File: config.mk
export PLATFORM = sky130hd
export DESIGN_NAME = amo_ctrl
export DESIGN_NICKNAME = d
export VERILOG_FILES = /design/src/rtl/core/amo_pkg.sv /design/src/rtl/core/amo_ctrl.sv
export SDC_FILE = /design/constraint.sdc
export NUM_CORES = 1
export LEC_CHECK = 0
export BUFFER_PORTS_ARGS = -buffer_cell sky130_fd_sc_hd__clkbuf_2
export CAP_MARGIN = 40
export CORE_MARGIN = 5
export CORE_UTILIZATION = 35
export CTS_BUF_LIST = sky130_fd_sc_hd__clkbuf_4 sky130_fd_sc_hd__clkbuf_8
export DETAILED_ROUTE_END_ITERATION = 12
export SYNTH_ARGS = -nofsm -noshare
export SYNTH_HDL_FRONTEND = slang
export SYNTH_SLANG_ARGS = --single-unit
File: constraint.sdc
create_clock -name clk -period 2.2 [get_ports clk]
set_input_delay 0.33 -clock clk [delete_from_list [all_inputs] [get_ports clk]]
set_output_delay 0.33 -clock clk [all_outputs]
set_load 0.05 [all_outputs]
File: src/rtl/core/amo_pkg.sv
// Shared types and codes for the atomic memory operation unit.
// No dependencies; imported by the controller, the datapath and the top level.
package amo_pkg;

  localparam logic [3:0] CMD_SWAP = 4'd0;
  localparam logic [3:0] CMD_CAS  = 4'd1;
  localparam logic [3:0] CMD_ADD  = 4'd2;
  localparam logic [3:0] CMD_SUB  = 4'd3;
  localparam logic [3:0] CMD_AND  = 4'd4;
  localparam logic [3:0] CMD_OR   = 4'd5;
  localparam logic [3:0] CMD_XOR  = 4'd6;
  localparam logic [3:0] CMD_SMAX = 4'd7;
  localparam logic [3:0] CMD_SMIN = 4'd8;
  localparam logic [3:0] CMD_UMAX = 4'd9;
  localparam logic [3:0] CMD_UMIN = 4'd10;

  localparam logic [1:0] ST_OK       = 2'd0;
  localparam logic [1:0] ST_MISALIGN = 2'd1;
  localparam logic [1:0] ST_BAD_SIZE = 2'd2;
  localparam logic [1:0] ST_BAD_CMD  = 2'd3;

  localparam logic [3:0] SIZE_1 = 4'd1;
  localparam logic [3:0] SIZE_2 = 4'd2;
  localparam logic [3:0] SIZE_4 = 4'd4;
  localparam logic [3:0] SIZE_8 = 4'd8;

  typedef struct packed {
    logic [3:0]  command;
    logic [11:0] address;
    logic [3:0]  size_bytes;
    logic [63:0] operand;
    logic [63:0] expected;
  } amo_req_t;

  typedef struct packed {
    logic [63:0] result;
    logic [1:0]  status;
  } amo_rsp_t;

  // Commands from the controller to the datapath.
  typedef struct packed {
    logic load;
    logic exec;
    logic clear;
  } amo_ctl_t;

endpackage

File: src/rtl/core/amo_ctrl.sv
// Controller for the atomic memory operation unit: clear sweep, idle, execute.
// Depends on amo_pkg.
module amo_ctrl #(
  parameter int MEM_WORDS = 512,
  parameter int IDX_W     = 9
) (
  input  logic             clk,
  input  logic             rst_n,
  input  logic             start,
  output logic             busy,
  output amo_pkg::amo_ctl_t ctl,
  output logic [IDX_W-1:0] clear_idx
);
  import amo_pkg::*;

  typedef enum logic [1:0] {
    S_CLEAR,
    S_IDLE,
    S_EXEC
  } state_t;

  state_t           state_r, state_nxt;
  logic [IDX_W-1:0] clr_idx_r, clr_idx_nxt;
  logic             busy_r, busy_nxt;

  localparam logic [IDX_W-1:0] LAST_IDX = IDX_W'(MEM_WORDS - 1);

  always_comb begin
    state_nxt   = state_r;
    clr_idx_nxt = clr_idx_r;
    case (state_r)
      S_CLEAR: begin
        clr_idx_nxt = clr_idx_r + 1'b1;
        if (clr_idx_r == LAST_IDX) begin
          state_nxt = S_IDLE;
        end
      end
      S_IDLE: begin
        if (start) begin
          state_nxt = S_EXEC;
        end
      end
      S_EXEC: begin
        state_nxt = S_IDLE;
      end
      default: begin
        state_nxt = S_IDLE;
      end
    endcase
    busy_nxt = (state_nxt != S_IDLE);
  end

  always_ff @(posedge clk) begin
    if (!rst_n) begin
      state_r   <= S_CLEAR;
      clr_idx_r <= '0;
      busy_r    <= 1'b1;
    end else begin
      state_r   <= state_nxt;
      clr_idx_r <= clr_idx_nxt;
      busy_r    <= busy_nxt;
    end
  end

  assign busy      = busy_r;
  assign clear_idx = clr_idx_r;
  assign ctl.load  = start && !busy_r;
  assign ctl.exec  = (state_r == S_EXEC);
  assign ctl.clear = (state_r == S_CLEAR);

endmodule

==> results of run 1 <==
[worst reg2reg max path, stage by stage, from the launching register on]
cell     delay (ps)
dfxtp_1         360
or2_4           300
or4_1           510
a21oi_1         140
[area by class of cell]
type	count	area [um2]
tap	16	20.0
clock buffer	4	36.3
sequential	12	240
inverter	3	11.3
fill	164	823
multi-input combinational	43	265
timing repair buffer	15	75.1
[report_power, final]
group	total, mW	leakage [nW]	switching [mW]	internal (mW)
clock	0.173	0.0210	0.0729	0.101
combinational	0.0369	0.138	0.0266	0.0103
sequential	0.227	0.0973	0.00556	0.222
[final timing paths]
kind / start / to / slack (ps)
worst min register to register: clear_idx[1]$_SDFFE_PN0P_ / clear_idx[1]$_SDFFE_PN0P_ / 490
worst min-delay path: rst_n / busy$_SDFF_PN1_ / 260
worst max-delay path: state_r[1]$_SDFF_PN0_ / ctl[0] / 510
worst max register to register: state_r[1]$_SDFF_PN0_ / clear_idx[5]$_SDFFE_PN0P_ / 820
[state kept, by name, indices dropped and copies added (netlist names)]
name       count
clear_idx      9
state_r        2
busy           1
[layer usage]
layer	vias to the layer above	GRT usage (%)	wire length [um]
li1	247	-	-
met1	189	12.3	534
met2	10	13.7	453
met3	2	3.06	63
met4	0	4.04	10
met5	-	0	0
[cells by family after synthesis]
kind of cell,after synthesis,synth area share (%)
buffers and inverters,4,4.27
flip-flops,12,45.5
XOR/XNOR,2,3.32
AO/OA/AOI/OAI,15,17.1
AND/OR/NAND/NOR,24,25.1
adder cells (fa/ha/maj),2,4.74
[Yosys cell counts]
| cell | count | area share [%] |
|---|---|---|
| and2b_2 | 1 | 1.7 |
| or3_2 | 1 | 1.4 |
| dfxtp_1 | 12 | 45 |
| inv_1 | 2 | 1.4 |
| nand3_1 | 3 | 2.8 |
| xnor2_1 | 2 | 3.3 |
| a21oi_1 | 7 | 6.6 |
| buf_6 | 1 | 2.1 |
| clkinv_1 | 1 | 0.71 |
| or4_1 | 4 | 5.7 |
| o21ai_0 | 2 | 1.9 |
| nand2_1 | 7 | 5.0 |
| ha_1 | 2 | 4.7 |
| nor3_1 | 1 | 0.95 |
| nor2b_1 | 1 | 1.2 |
| nor2_1 | 3 | 2.1 |
| o31ai_1 | 4 | 5.7 |
| or2_4 | 1 | 1.7 |
| nor3b_1 | 1 | 1.4 |
| o21a_1 | 2 | 2.8 |
| nand4_1 | 1 | 1.2 |
[through the flow]
step                      power (mW)  hold slack (ps)  instance area (um2)  worst slack, ps
after floorplan                0.259              406                  528              576
after global placement         0.270              484                  612              836
after detailed placement       0.270              486                  612              808
after CTS                      0.446              255                  648              503
after global routing           0.459              270                  648              428
final                          0.438              261                  648              511
==> flow_metrics.tcl, run 1 <==
set metrics [dict create \
    status "finished clean" \
    final_common_cell "clkbuf_2" \
    die_w_um 48.8 \
    place_hpwl_um 788 \
    critPathMaxStageDelay_ps 360 \
    io_buffers 15 \
    yosys_warnings 0 \
    yosysUniqueCellTypes 21 \
    die_h_um 48.8 \
    crit_family "buffers and inverters" \
    required_ps 1870 \
    critPathArrivalTime_ps 1360 \
    synth_area_per_cell_um2 8.95 \
    utilization_pct 44.0 \
    peakVddDrop_mv 0.359 \
    antenna_found_initial 0 \
    period_share_pct 76.8 \
    cts.sinks 12 \
    drt_iter0_drc 10 \
    yosysSeqAreaShare_pct 45.5 \
    worst-path-stages 3 \
    cts_resized 0 \
    clock_skew_ps 2.01 \
    io_pins 16 \
    nNetsFinal 83 \
    cts_buffer_depth 2 \
    wl_per_cell_um 11.4 \
    rows 14 \
    remaining_drc_errors 0 \
    synth_seq_cells 12 \
    cts_tree "done" \
    vias 448 \
    grt_overflow_total 0 \
    place_congestion 0.670 \
    hp-class "input port to flip-flop" \
    powerDensity_nw_per_um2 675 \
    numCtsBuffers 3 \
    slew_headroom_pct 82.1 \
    final-setup-viol-count 0 \
    cts_root_buffer "clkbuf_4" \
    core-area_um2 1470 \
    ant_nets 0 \
    antenna_cells 0 \
    critPathLaunchType "flip-flop" \
    fin_crit_ps 1690 \
    tightest_slew_ps 267 \
    final.setup.tns_ps 0 \
    drive_gt1_share_pct 28.6 \
    cp_num_buf_inv 2 \
    h-tree-depth 1 \
    grt_pass1_wl_um 1810 \
    clk_latency_ps 270 \
    p_leak_nw 0.257 \
    crit_chain "or2_4 -> inv_1 -> clkbuf_2" \
    first_pass_iters 4 \
    reg2regPathDepth 3 \
    syn2layout_area_growth_pct 22.7 \
    crit_type "flip-flop to primary output" \
    die_area_um2 2390 \
    cp_max_fo 13 \
    final-instance-count-excl-fill 93 \
    cts_hold_buffers 0 \
    dp.cells 89 \
    syn_inst 59 \
    clk_pin_slew_ps 80 \
    syn_area_um2 528 \
    fmax_mhz 592 \
    max-cap-violations 0 \
    slowest_stage "dfxtp_1" \
    post_cts_buffers 0 \
    grt_max_degree 14 \
    wirelength_um 1060 \
    hold_violations 0 \
    grt_setup_unrepaired "no" \
    final_cell_mix "clkbuf_2, dfxtp_1, nand2_1, a21oi_1" \
    syn-num-nets 64 \
    endpoint_kind "primary output" \
    grt_pass1_vias 421 \
    gr-usage-all-layers_pct 9.33 \
    viasPerCell 4.82 \
    start_util_pct 35.9 \
    holdPathStages 2 \
    final-max-slew-violation-count 0 \
]
No activity file was read; power rests on OpenSTA's default activity.
==> run 2, diff against run 1 <==
- clock period: 2.2 -> 1.4 ns (I/O delays scaled with it)
==> flow_metrics.tcl, run 2 (same netlist as run 1, synthesis figures left out) <==
set metrics [dict create \
    grt_pass1_vias 472 \
    hp-class "input port to flip-flop" \
    ant_nets 0 \
    drive_gt1_share_pct 42.5 \
    wirelength_um 1120 \
    slew_headroom_pct 80.1 \
    final-instance-count-excl-fill 96 \
    grt_max_degree 14 \
    vias 503 \
    final_common_cell "clkbuf_2" \
    clock_skew_ps 0.379 \
    p_leak_nw 0.278 \
    io_buffers 15 \
    final-setup-viol-count 0 \
    cts_root_buffer "clkbuf_4" \
    dp.cells 92 \
    critPathMaxStageDelay_ps 510 \
    largest_reg_flops 9 \
    powerDensity_nw_per_um2 946 \
    crit_type "flip-flop to flip-flop" \
    first_pass_iters 4 \
    syn2layout_area_growth_pct 31.3 \
    required_ps 1590 \
    die_w_um 48.8 \
    antenna_found_initial 0 \
    place_congestion 0.739 \
    grt_setup_unrepaired "no" \
    status "finished clean" \
    fmax_mhz 744 \
    post-place-ws_ps 62.8 \
    core-area_um2 1470 \
    cp_max_fo 13 \
    tightest_slew_ps 296 \
    grt_overflow_total 0 \
    crit_chain "or2_4 -> or4_1 -> a21oi_1" \
    fin_crit_ps 1340 \
    max-cap-violations 0 \
    fillers 164 \
    cts_buffer_depth 2 \
    multiInputGateArea_um2 268 \
    critPathLaunchType "flip-flop" \
    die_h_um 48.8 \
    grt_pass1_wl_um 1920 \
    die_area_um2 2390 \
    start_util_pct 35.9 \
    gr-usage-all-layers_pct 10.4 \
    rows 14 \
    nNetsFinal 86 \
    cts_tree "done" \
    endpoint_kind "flip-flop" \
    wl_per_cell_um 11.6 \
    place_hpwl_um 854 \
    period_share_pct 96.1 \
    post_cts_buffers 0 \
    slowest_stage "or4_1" \
    remaining_drc_errors 0 \
    finalPower_mw 0.656 \
    numCtsBuffers 3 \
    holdWs_ps 146 \
    antenna_cells 0 \
    final_cell_mix "clkbuf_2, nand2_1, a21oi_1" \
    clk_latency_ps 270 \
    seqCellArea_um2 254 \
    final-max-slew-violation-count 0 \
    hold_violations 0 \
    final.setup.tns_ps 0 \
    h-tree-depth 1 \
    critPathArrivalTime_ps 1540 \
    drt_iter0_drc 8 \
    viasPerCell 5.24 \
    peakVddDrop_mv 0.514 \
    io_pins 16 \
    setup_ws_ps 55.3 \
    cts.sinks 12 \
    clk_pin_slew_ps 70 \
]
run 2: cell types whose count changed in the layout (fill, tap and decap cells not counted), moves of 2 or more:
cell,delta
clkbuf_4,+2
buf_4,+3
dfxtp_2,+5
dfxtp_4,+2
dfxtp_1,-7
clkbuf_2,-2
run 2: cell type report:
| class | count | area share, % |
|---|---|---|
| Multi-Input combinational cell | 43 | 38.6 |
| Sequential cell | 12 | 36.6 |
| Timing Repair Buffer | 18 | 15.9 |
| Clock buffer | 4 | 4.33 |
| Tap cell | 16 | 2.89 |
| Inverter | 3 | 1.62 |
run 2: critical path, delay by kind of cell (launching register included):
kind             cells  cell delay, ps
AO/OA/AOI/OAI        1             150
flip-flops           1             310
AND/OR/NAND/NOR      2             810
run 2: layer usage:
| layer | routed length (um) | vias to the layer above | GRT usage (%) |
|---|---|---|---|
| met5 | 0 | - | 0 |
| li1 | - | 257 | - |
| met4 | 12 | 0 | 6.73 |
| met2 | 545 | 10 | 16.1 |
| met3 | 50 | 2 | 4.28 |
| met1 | 508 | 234 | 11.7 |
run 2: path summary, 6_finish.rpt:
check	startpoint	end	slack [ps]	cells after the start
worst min register to register	clear_idx[6]$_SDFFE_PN0P_	clear_idx[6]$_SDFFE_PN0P_	490	2
worst max-delay path	state_r[0]$_SDFF_PN0_	clear_idx[6]$_SDFFE_PN0P_	60	3
worst max register to register	state_r[0]$_SDFF_PN0_	clear_idx[6]$_SDFFE_PN0P_	60	3
worst min-delay path	rst_n	busy$_SDFF_PN1_	150	2
run 2: power by group:
| part | leakage, nW | switching [mW] | total [mW] | internal [mW] |
|---|---|---|---|---|
| registers | 0.101 | 0.00857 | 0.358 | 0.349 |
| logic | 0.159 | 0.0417 | 0.0581 | 0.0164 |
| clock network | 0.0184 | 0.111 | 0.240 | 0.130 |
| total | 0.278 | 0.161 | 0.656 | 0.495 |
run 2: per-stage QoR:
stage	instance area (um2)	utilization (%)
detailed placement	651	44.2
global route	693	47.1
CTS	692	47.0
floorplan	544	-
finish	693	47.1
global placement	651	44.2
run 2: repair_timing:
action,in CTS,in global routing
resized for setup,3,2
hold buffers,0,0
setup endpoints to repair,2,1
==> run 3, diff against run 2 <==
- RECOVER_POWER: not set -> 50
- SLEW_MARGIN: not set -> 40
==> flow_metrics.tcl, run 3 (same netlist as run 1, synthesis figures left out) <==
set metrics [dict create \
    r2r_slack_ps 60 \
    holdWs_ps 146 \
    gr-usage-all-layers_pct 10.4 \
    die_w_um 48.8 \
    met2_length_um 545 \
    fin_crit_ps 1340 \
    required_ps 1190 \
    critPathMaxStageDelay_ps 330 \
    powerDensity_nw_per_um2 952 \
    vias 503 \
    reg2regPathDepth 3 \
    final-setup-viol-count 0 \
    rr_endpoint "clear_idx[6]$_SDFFE_PN0P_" \
    antenna_found_initial 0 \
    endpoint_kind "primary output" \
    grt_max_degree 14 \
    nNetsFinal 86 \
    status "finished clean" \
    hold_violations 0 \
    drive_gt1_share_pct 38.8 \
    clk_pin_slew_ps 70 \
    max-cap-violations 0 \
    place_hpwl_um 854 \
    cts.sinks 12 \
    peakVddDrop_mv 0.514 \
    routed.top_layer "met4" \
    slowest_stage "dfxtp_1" \
    p_leak_nw 0.277 \
    grt_pass1_vias 472 \
    clock_skew_ps 0.379 \
    clk_latency_ps 270 \
    crit_chain "buf_4 -> and2b_2 -> clkbuf_4" \
    cts_root_buffer "clkbuf_4" \
    start_util_pct 35.9 \
    cts_tree "done" \
    first_pass_iters 4 \
    grt_overflow_total 0 \
    hp-start "rst_n" \
    rows 14 \
    numCtsBuffers 3 \
    post_cts_buffers 0 \
    ant_nets 0 \
    period_share_pct 96.0 \
    antenna_cells 0 \
    post-place-ws_ps 62.8 \
    cts_buffer_depth 2 \
    grt_pass1_wl_um 1920 \
    utilization_pct 46.9 \
    slew_headroom_pct 80.1 \
    final_common_cell "clkbuf_2" \
    finalPower_mw 0.656 \
    final.setup.tns_ps 0 \
    die_area_um2 2390 \
    dr_wl_met3_um 50 \
    io_buffers 15 \
    syn2layout_area_growth_pct 30.6 \
    wl_met1_um 508 \
    critPathArrivalTime_ps 1130 \
    cts_hold_buffers 0 \
    crit_type "flip-flop to primary output" \
    fillers 165 \
    critPathLaunch "state_r[0]$_SDFF_PN0_" \
    cp_max_fo 4 \
    fmax_mhz 744 \
    setup_ws_ps 56.0 \
    place_congestion 0.739 \
    hp-class "input port to flip-flop" \
    die_h_um 48.8 \
    remaining_drc_errors 0 \
    critPathLaunchType "flip-flop" \
    io_pins 16 \
    final_cell_mix "clkbuf_2, dfxtp_1, nand2_1, a21oi_1, clkbuf_4" \
    grt_setup_unrepaired "no" \
    h-tree-depth 1 \
    drt_iter0_drc 8 \
    final-max-slew-violation-count 0 \
    endpoint "ctl[1]" \
    tightest_slew_ps 296 \
    largest_reg_flops 9 \
    wirelength_um 1120 \
    rr_startpoint "state_r[0]$_SDFF_PN0_" \
    viasPerCell 5.24 \
    wl_per_cell_um 11.6 \
    core-area_um2 1470 \
]
run 3: changes by cell type in the layout (fill, tap and decap cells not counted):
| cell | delta |
|---|---|
| dfxtp_2 | -3 |
| dfxtp_1 | +3 |
run 3: repair_timing:
item                       CTS  global route
setup endpoints to repair    2             1
gates cloned                 0             0
resized for setup            3             2
run 3: how the worst min path moves through the flow:
stage / endpoint / cells after the start / slack, ps
floorplan: busy$_SDFF_PN1_ / 1 / 290
global placement: busy$_SDFF_PN1_ / 2 / 440
detailed placement: busy$_SDFF_PN1_ / 2 / 430
CTS: busy$_SDFF_PN1_ / 2 / 150
global route: busy$_SDFF_PN1_ / 2 / 160
finish: busy$_SDFF_PN1_ / 2 / 150
run 3: cell type report:
type / count / area [um2] / area share (%)
multi-input combinational: 43 / 268 / 38.8
tap: 16 / 20.0 / 2.90
clock buffer: 4 / 30.0 / 4.36
timing repair buffer: 18 / 110 / 16.0
inverter: 3 / 11.3 / 1.63
sequential: 12 / 250 / 36.3
run 3: per-stage QoR:
stage / instance area [um2] / std cells
4_1_cts: 692 / 96
2_1_floorplan: 544 / 59
3_3_place_gp: 651 / 92
5_1_grt: 689 / 96
6_report: 689 / 96
3_5_place_dp: 651 / 92
run 3: report_power, final:
group / switching [mW] / internal [mW]
logic: 0.0417 / 0.0164
clock network: 0.111 / 0.130
registers: 0.00857 / 0.349
total: 0.161 / 0.495
run 3: per-layer routing:
| layer | up-vias | global-route usage (%) |
|---|---|---|
| li1 | 257 | - |
| met1 | 234 | 11.7 |
| met2 | 10 | 16.1 |
| met3 | 2 | 4.28 |
| met4 | 0 | 6.73 |
| met5 | - | 0 |
run 3: worst max-delay path: cells and delay by family, from the launching register on:
kind	cells	cell delay, ps
flops	1	330
buf+inv	2	330
simple gates	1	200
